[config.mk]
export PLATFORM = sky130hd
export DESIGN_NAME = unix_seconds_to_calendar
export DESIGN_NICKNAME = d
export VERILOG_FILES = /design/src/uxcal_pkg.sv /design/src/unix_seconds_to_calendar.sv
export SDC_FILE = /design/constraint.sdc
export NUM_CORES = 2
export LEC_CHECK = 0
export BUFFER_PORTS_ARGS = -buffer_cell sky130_fd_sc_hd__buf_2
export CORE_MARGIN = 2
export CORE_UTILIZATION = 60
export CTS_CLUSTER_SIZE = 12
export DETAILED_ROUTE_END_ITERATION = 10
export HOLD_SLACK_MARGIN = 0.05
export PLACE_DENSITY = 0.77
export SLEW_MARGIN = 0
export SYNTH_ARGS = -nofsm -noshare
export SYNTH_HDL_FRONTEND = slang
export SYNTH_SLANG_ARGS = --single-unit
[constraint.sdc]
create_clock -name clk -period 10.3 [get_ports clk]
set_input_delay 1.03 -clock clk [delete_from_list [all_inputs] [get_ports clk]]
set_output_delay 1.03 -clock clk [all_outputs]
set_load 0.05 [all_outputs]
[src/uxcal_pkg.sv]
package uxcal_pkg;

	// Reciprocal constants for division by constants: q = (n * M) >> S.
	// Each pair is exact over the full range of its operand in the pipeline.
	localparam logic [31:0] DIV60_M   = 32'h8888_8889;
	localparam int          DIV60_S   = 37;
	localparam logic [21:0] DIV24_M   = 22'd2796203;
	localparam int          DIV24_S   = 26;
	localparam logic [16:0] DIV7_M    = 17'd74899;
	localparam int          DIV7_S    = 19;
	localparam logic [16:0] DIV1461_M = 17'd91868;
	localparam int          DIV1461_S = 27;
	localparam logic [16:0] DIV365_M  = 17'd91930;
	localparam int          DIV365_S  = 25;

	// Calendar constants
	localparam logic [11:0] BASE_YEAR      = 12'd1968;
	localparam logic [15:0] DAYS_TO_1970   = 16'd731;
	localparam logic [15:0] DAYS_PER_CYCLE = 16'd1461;
	localparam logic [10:0] DAYS_JAN_FEB   = 11'd59;
	localparam logic [15:0] DAYS_PER_YEAR  = 16'd365;
	localparam logic [16:0] EPOCH_WEEKDAY  = 17'd4;
	localparam int          MONTHS         = 12;
	localparam logic [3:0]  MONTHS_EARLY   = 4'd2;
	localparam logic [3:0]  MONTHS_ALL     = 4'd12;

	// Days before the start of each month in a common year
	function automatic logic [8:0] month_start(input logic [3:0] idx);
		logic [8:0] d;
		case (idx)
			4'd0:    d = 9'd0;
			4'd1:    d = 9'd31;
			4'd2:    d = 9'd59;
			4'd3:    d = 9'd90;
			4'd4:    d = 9'd120;
			4'd5:    d = 9'd151;
			4'd6:    d = 9'd181;
			4'd7:    d = 9'd212;
			4'd8:    d = 9'd243;
			4'd9:    d = 9'd273;
			4'd10:   d = 9'd304;
			4'd11:   d = 9'd334;
			default: d = 9'd0;
		endcase
		return d;
	endfunction

endpackage

[src/unix_seconds_to_calendar.sv]
// Channel   Direction  Handshake               Payload
// -------   ---------  ----------------------  ----------------------------------------
// command   in         start && !busy          epoch_seconds[31:0]
// result    out        done (one-cycle strobe) second, minute, hour, weekday, year,
//                                              month, day_of_month
//
// One beat enters per cycle; each result leaves once its beat has passed every stage.
// The latency is set by the chain of constant divisions (60, 60, 24, 1461, 365),
// each split into a multiply stage and a remainder stage.
// busy is held low: the receiver cannot stall, so nothing ever backs up.
// arst_n clears the valid bits only; payload registers carry no reset.
module unix_seconds_to_calendar
	import uxcal_pkg::*;
(
	input  logic        clk,
	input  logic        arst_n,
	input  logic        start,
	output logic        busy,
	input  logic [31:0] epoch_seconds,
	output logic        done,
	output logic [5:0]  second,
	output logic [5:0]  minute,
	output logic [4:0]  hour,
	output logic [2:0]  weekday,
	output logic [11:0] year,
	output logic [3:0]  month,
	output logic [4:0]  day_of_month
);

	localparam int LATENCY = 9;

	logic [LATENCY:1] v_s;

	// stage 1
	logic [31:0] t_s1;
	logic [26:0] qmin_s1;
	// stage 2
	logic [5:0]  sec_s2;
	logic [26:0] qmin_s2;
	logic [20:0] qhr_s2;
	// stage 3
	logic [5:0]  sec_s3, min_s3;
	logic [20:0] qhr_s3;
	logic [15:0] days_s3;
	// stage 4
	logic [5:0]  sec_s4, min_s4;
	logic [4:0]  hr_s4;
	logic [15:0] d4_s4, daysx_s4;
	logic [12:0] wdq_s4;
	logic [5:0]  cyc_s4;
	// stage 5
	logic [5:0]  sec_s5, min_s5;
	logic [4:0]  hr_s5;
	logic [2:0]  wday_s5;
	logic [15:0] daysx_s5;
	logic [10:0] rem_s5;
	logic [5:0]  cyc_s5;
	// stage 6
	logic [5:0]  sec_s6, min_s6;
	logic [4:0]  hr_s6;
	logic [2:0]  wday_s6;
	logic [15:0] dl_s6;
	logic        late_s6;
	// stage 7
	logic [5:0]  sec_s7, min_s7;
	logic [4:0]  hr_s7;
	logic [2:0]  wday_s7;
	logic [15:0] dl_s7;
	logic [7:0]  yoff_s7;
	logic        late_s7;
	// stage 8
	logic [5:0]  sec_s8, min_s8;
	logic [4:0]  hr_s8;
	logic [2:0]  wday_s8;
	logic [8:0]  doy_s8;
	logic [11:0] year_s8;
	logic        late_s8;
	// stage 9
	logic [5:0]  sec_s9, min_s9;
	logic [4:0]  hr_s9;
	logic [2:0]  wday_s9;
	logic [11:0] year_s9;
	logic [3:0]  month_s9;
	logic [4:0]  mday_s9;

	// reciprocal products
	logic [63:0] p_min;
	logic [58:0] p_hr;
	logic [42:0] p_day;
	logic [33:0] p_wd;
	logic [33:0] p_cyc;
	logic [32:0] p_yr;
	logic [16:0] d4_c;
	logic [15:0] daysx_c;
	logic        late_c;
	logic [5:0]  leaps_c;
	logic [3:0]  limit_c;
	logic [3:0]  month_c;
	logic [8:0]  mstart_c;

	assign busy = 1'b0;

	// advance the valid bits, one per stage
	always_ff @(posedge clk or negedge arst_n) begin
		if (!arst_n) begin
			v_s <= '0;
		end else begin
			v_s <= {v_s[LATENCY-1:1], start & ~busy};
		end
	end

	// stage 1: seconds / 60
	assign p_min = 64'(epoch_seconds) * 64'(DIV60_M);

	always_ff @(posedge clk) begin
		t_s1    <= epoch_seconds;
		qmin_s1 <= p_min[DIV60_S+26:DIV60_S];
	end

	// stage 2: second remainder, minutes / 60
	assign p_hr = 59'(qmin_s1) * 59'(DIV60_M);

	always_ff @(posedge clk) begin
		sec_s2  <= 6'(t_s1 - 32'(qmin_s1) * 32'd60);
		qmin_s2 <= qmin_s1;
		qhr_s2  <= p_hr[DIV60_S+20:DIV60_S];
	end

	// stage 3: minute remainder, hours / 24
	assign p_day = 43'(qhr_s2) * 43'(DIV24_M);

	always_ff @(posedge clk) begin
		sec_s3  <= sec_s2;
		min_s3  <= 6'(qmin_s2 - 27'(qhr_s2) * 27'd60);
		qhr_s3  <= qhr_s2;
		days_s3 <= p_day[DIV24_S+15:DIV24_S];
	end

	// stage 4: hour remainder, weekday and four-year cycle quotients
	assign d4_c    = 17'(days_s3) + EPOCH_WEEKDAY;
	assign daysx_c = days_s3 + DAYS_TO_1970;
	assign p_wd    = 34'(d4_c) * 34'(DIV7_M);
	assign p_cyc   = 34'(daysx_c) * 34'(DIV1461_M);

	always_ff @(posedge clk) begin
		sec_s4   <= sec_s3;
		min_s4   <= min_s3;
		hr_s4    <= 5'(qhr_s3 - 21'(days_s3) * 21'd24);
		d4_s4    <= d4_c[15:0];
		daysx_s4 <= daysx_c;
		wdq_s4   <= p_wd[DIV7_S+12:DIV7_S];
		cyc_s4   <= p_cyc[DIV1461_S+5:DIV1461_S];
	end

	// stage 5: weekday remainder, day within the four-year cycle
	always_ff @(posedge clk) begin
		sec_s5   <= sec_s4;
		min_s5   <= min_s4;
		hr_s5    <= hr_s4;
		wday_s5  <= 3'(d4_s4 - 16'(wdq_s4) * 16'd7);
		daysx_s5 <= daysx_s4;
		rem_s5   <= 11'(daysx_s4 - 16'(cyc_s4) * DAYS_PER_CYCLE);
		cyc_s5   <= cyc_s4;
	end

	// stage 6: count the leap day once past February of the cycle's first year
	assign late_c  = rem_s5 > DAYS_JAN_FEB;
	assign leaps_c = cyc_s5 + 6'(late_c);

	always_ff @(posedge clk) begin
		sec_s6  <= sec_s5;
		min_s6  <= min_s5;
		hr_s6   <= hr_s5;
		wday_s6 <= wday_s5;
		dl_s6   <= daysx_s5 - 16'(leaps_c);
		late_s6 <= late_c;
	end

	// stage 7: leap-free days / 365
	assign p_yr = 33'(dl_s6) * 33'(DIV365_M);

	always_ff @(posedge clk) begin
		sec_s7  <= sec_s6;
		min_s7  <= min_s6;
		hr_s7   <= hr_s6;
		wday_s7 <= wday_s6;
		dl_s7   <= dl_s6;
		yoff_s7 <= p_yr[DIV365_S+7:DIV365_S];
		late_s7 <= late_s6;
	end

	// stage 8: day of year and year
	always_ff @(posedge clk) begin
		sec_s8  <= sec_s7;
		min_s8  <= min_s7;
		hr_s8   <= hr_s7;
		wday_s8 <= wday_s7;
		doy_s8  <= 9'(dl_s7 - 16'(yoff_s7) * DAYS_PER_YEAR);
		year_s8 <= 12'(yoff_s7) + BASE_YEAR;
		late_s8 <= late_s7;
	end

	// stage 9: month lookup, limited to Jan/Feb early in the leap year
	assign limit_c = late_s8 ? MONTHS_ALL : MONTHS_EARLY;

	always_comb begin
		month_c = 4'd1;
		for (int i = 0; i < MONTHS; i++) begin
			if (4'(i) < limit_c && month_start(4'(i)) <= doy_s8) begin
				month_c = 4'(i + 1);
			end
		end
	end

	assign mstart_c = month_start(month_c - 4'd1);

	always_ff @(posedge clk) begin
		sec_s9   <= sec_s8;
		min_s9   <= min_s8;
		hr_s9    <= hr_s8;
		wday_s9  <= wday_s8;
		year_s9  <= year_s8;
		month_s9 <= month_c;
		mday_s9  <= 5'(doy_s8 - mstart_c + 9'd1);
	end

	assign done         = v_s[LATENCY];
	assign second       = sec_s9;
	assign minute       = min_s9;
	assign hour         = hr_s9;
	assign weekday      = wday_s9;
	assign year         = year_s9;
	assign month        = month_s9;
	assign day_of_month = mday_s9;

`ifndef SYNTHESIS
	a_latency: assert property (@(posedge clk) disable iff (!arst_n)
		done |-> $past(start && !busy, LATENCY))
		else $error("result without a beat taken %0d cycles earlier", LATENCY);

	a_time_range: assert property (@(posedge clk) disable iff (!arst_n)
		done |-> (second < 6'd60 && minute < 6'd60 && hour < 5'd24 && weekday < 3'd7))
		else $error("time of day or weekday out of range");

	a_date_range: assert property (@(posedge clk) disable iff (!arst_n)
		done |-> (month >= 4'd1 && month <= 4'd12 && day_of_month >= 5'd1
			&& year >= 12'd1970 && year <= 12'd2106))
		else $error("calendar date out of range");

	a_february: assert property (@(posedge clk) disable iff (!arst_n)
		(done && month == 4'd2) |-> (day_of_month <= 5'd29))
		else $error("February day past the 29th");
`endif

endmodule

==> summary.md <==
| Metric | Value |
|---|---|
| Outcome | `finished, final reports clean` |
| Clock sink total | `between 300 and 400` |
| Mux cell area share after synthesis | `0.04771%` |
| MaxCap Viol Count | `0` |
| FMAX | `approximately 0.12 GHz` |
| Final setup viols | `0` |
| Input/output buffers | `76` |
| Synth Cell Area | `approximately 0.045 mm^2` |
| Slowest CP cell | `fa_1` |
| Number of flops mapped to enable cells by yosys | `0` |
| Grt total ovfl | `0` |
| Post-synthesis xor/xnor area fraction | `about 4%` |
| Clk root buf | `clkbuf_16` |
| Post-CTS setup buffers | `0` |
| Ys Warns | `0` |
| Slew Viols, Final | `0` |
| Pre-CTS setup slack | `1.939 ns` |
| DRT iter0 DRCs | `about 1,300` |
| Largest stage delay on the critical path | `approximately 0.55 ns` |
| Maximum net fanout on the critical path | `9` |
| DRT Wirelength | `roughly 85,000 um` |
| Worst Path Arrival | `about 9 ns` |
| Crit path max-delay family | `adder cells` |
| Vias in the first global route | `just over 30,000` |
| Clock transition at the registers of the reported paths | `around 0.060 ns` |
| DRT antenna net count | `0` |
| Placer congestion estimate | `between 0.9 and 1` |
| Adder-cell area share of the yosys netlist | `between 50% and 60%` |
| Max_slew headroom | `between 30% and 40%` |
| Top-Level Pins | `78` |
| Critical Path Sink Type | `flip-flop` |
| Synth unique cells | `just under 90` |
| Initial antenna violation count | `2` |
| Post-synthesis simple-gate area fraction | `~4.1%` |
| Core Area | `between 0.07 and 0.08 mm^2` |
| Setup_tns | `0 ns` |
| Hold Violations, Final | `0` |
| Crit path time final | `approximately 8.4 ns` |
| Pin count of the biggest net entering global routing | `15` |
| Share of the synthesized area in compound gates (AO/OA/AOI/OAI) | `5.827%` |
| Clk_skew | `0.02942 ns` |
| First-pass GRT wire length | `around 150,000 um` |
| Slew @ Worst Pin | `0.9742 ns` |
| Share of post-route cells with drive strength above 1 | `between 4 and 5%` |
| Via density | `between 5 and 6` |
| Die Y | `276.6 um` |
| Area delta synth->final | `6.581%` |
| Vias | `27,980` |
| WS Path Type | `reg2reg` |
| Cells after Synth | `roughly 4,300` |
| H-tree level count | `2` |
| CTS Hold Bufs | `0` |
| Layout net count | `around 6,100` |
| Post_cts resized | `0` |
| Top cells by area, synth | `ha_1 (31%), fa_1 (29%), dfxtp_1 (16%), inv_1 (10%), xnor2_1 (2.8%)` |
| Die X-Extent | `~280 um` |
| Die Area | `about 0.076 mm^2` |
| RSZ-0062 raised after global routing | `false` |
| Seq/Total Area, Yosys | `16.27%` |
| DP Wirelength | `73,300 um` |
| DR pass1 iterations | `8` |
| Worst skew pair latency | `roughly 0.6 ns` |
| Syn_area_per_cell | `roughly 10 um^2` |
| Worst Hold Class | `in2async` |
| Yosys top cell by area | `ha_1` |
| Wire per inst | `~16 um` |
| Tot GR Track Use | `around a quarter` |
| Diodes inserted | `0` |
| Final Worst Setup Slack | `between 1.5 and 2 ns` |
| Clk buf depth | `3` |
| Mapped Nets | `between 6,000 and 7,000` |
| Req. time, crit path | `about 11 ns` |
| Largest family of logic cells by synthesized area | `adder cells` |
| CTS tree | `yes` |
| Yosys reg bits | `360` |
| Starting density of the core | `between 60% and 70%` |
| Tcrit/Tclk final | `between 80 and 90%` |
| Asr flop ratio synth | `2.500%` |
| Worst Path Buf+Inv | `6` |
| Num CTS Buffers | `44` |
| CP Launch Type | `flip-flop` |
| Top-area cell type share of the netlist area | `roughly 31%` |
| Row cnt | `99` |
| Final Core Density | `64.90%` |
| Top_reg_cell synth | `dfxtp_1` |
| DR DRC count | `0` |
## metrics by stage
step	std cells	hold slack (ns)	instance area (um^2)
after global routing	5369	0.2541	47510
final	5369	0.2562	47510
after floorplan	4278	0.3096	44580
after CTS	5369	0.2290	47510
after global placement	5290	0.3097	46050
after detailed placement	5290	0.3121	46050
## path summary, 6_finish.rpt
check | slack, ns | cells after the start | startpoint | endpoint
min reg2reg | 0.30 | 0 | sec_s5[5] | sec_s6[5]
max | 1.88 | 31 | days_s3[1] | cyc_s4[4]
min in group clk | 0.30 | 0 | sec_s5[5] | sec_s6[5]
min | 0.26 | 1 | arst_n | v_s[3]
max reg2reg | 1.88 | 31 | days_s3[1] | cyc_s4[4]
max in group asynchronous | 9.86 | 1 | arst_n | v_s[1]
## cell usage after synthesis (19+ instances only)
master      n
a21o_1     51
a21oi_1   127
dfxtp_1   351
fa_1      639
ha_1     1090
inv_1    1208
nand2_1    77
nand3_1    46
nand4_1    21
nor2_1     88
nor2b_1    19
nor3_1     28
o21a_1     20
o21ai_0    64
xnor2_1   145
xor2_1     56
## layer usage
layer,wire length [um],GRT usage [%]
met5,0,0
met3,3600,2.877
met1,37520,31.09
met2,42110,41.18
met4,2230,6.473
## placed cells by master (no fill, tap or decap), types with 6 or more instances in the layout
cell       instances
nand3_1           46
clkinv_2          12
a31oi_1           11
nand4_1           21
o21bai_1          18
inv_1           1208
o21ai_1            6
nor3_1            28
clkbuf_16         44
fa_1             639
or3_1              6
nand2b_1          18
a21o_1            51
buf_2             76
o21a_1            20
a21oi_1          127
xor2_1            56
clkbuf_1           6
a211oi_1          15
nand2_1           77
xnor2_1          145
and2_1            12
nor2b_1           19
ha_1            1090
nor4_1             6
dfxtp_1          351
and4_1             6
nor2_1            88
and3_1            14
o21ai_0           64
o211ai_1           6
dfrtp_1            9
## registers in the layout (all words and copies together) (netlist names), 8 cells and up
| signal | flops |
|---|---|
| qmin_s1 | 27 |
| qhr_s2 | 21 |
| days_s3 | 16 |
| daysx_s4 | 16 |
| doy_s8 | 9 |
| year | 11 |
| year_s8 | 11 |
| dl_s7 | 9 |
| daysx_s5 | 16 |
| dl_s6 | 16 |
| rem_s5 | 9 |
| v_s | 9 |
| yoff_s7 | 8 |
## logic make-up (layout without fill, tap and decap cells)
group	Yosys count	after routing
DFF	360	360
and+or+nand+nor	363	363
other	1	1
muxes	2	2
buffers and inverters	1232	1364
adders and majority gates	1729	1729
xor gates and xnor gates	203	203
AOI/OAI and AO/OA	388	388
## layout make-up
cell class                 instances  area (um^2)
multi-input combinational       2686        32680
fill                            5646        25690
sequential                       360         7252
inverter                        1208         4534
tap                              959         1200
clock buffer                      55         1192
timing repair buffer              77        387.9
clock inverter                    24        267.8
Power is left out: the tool's default activity adds up to more than one toggle a clock period on the data nets, which glitch-free logic cannot reach.
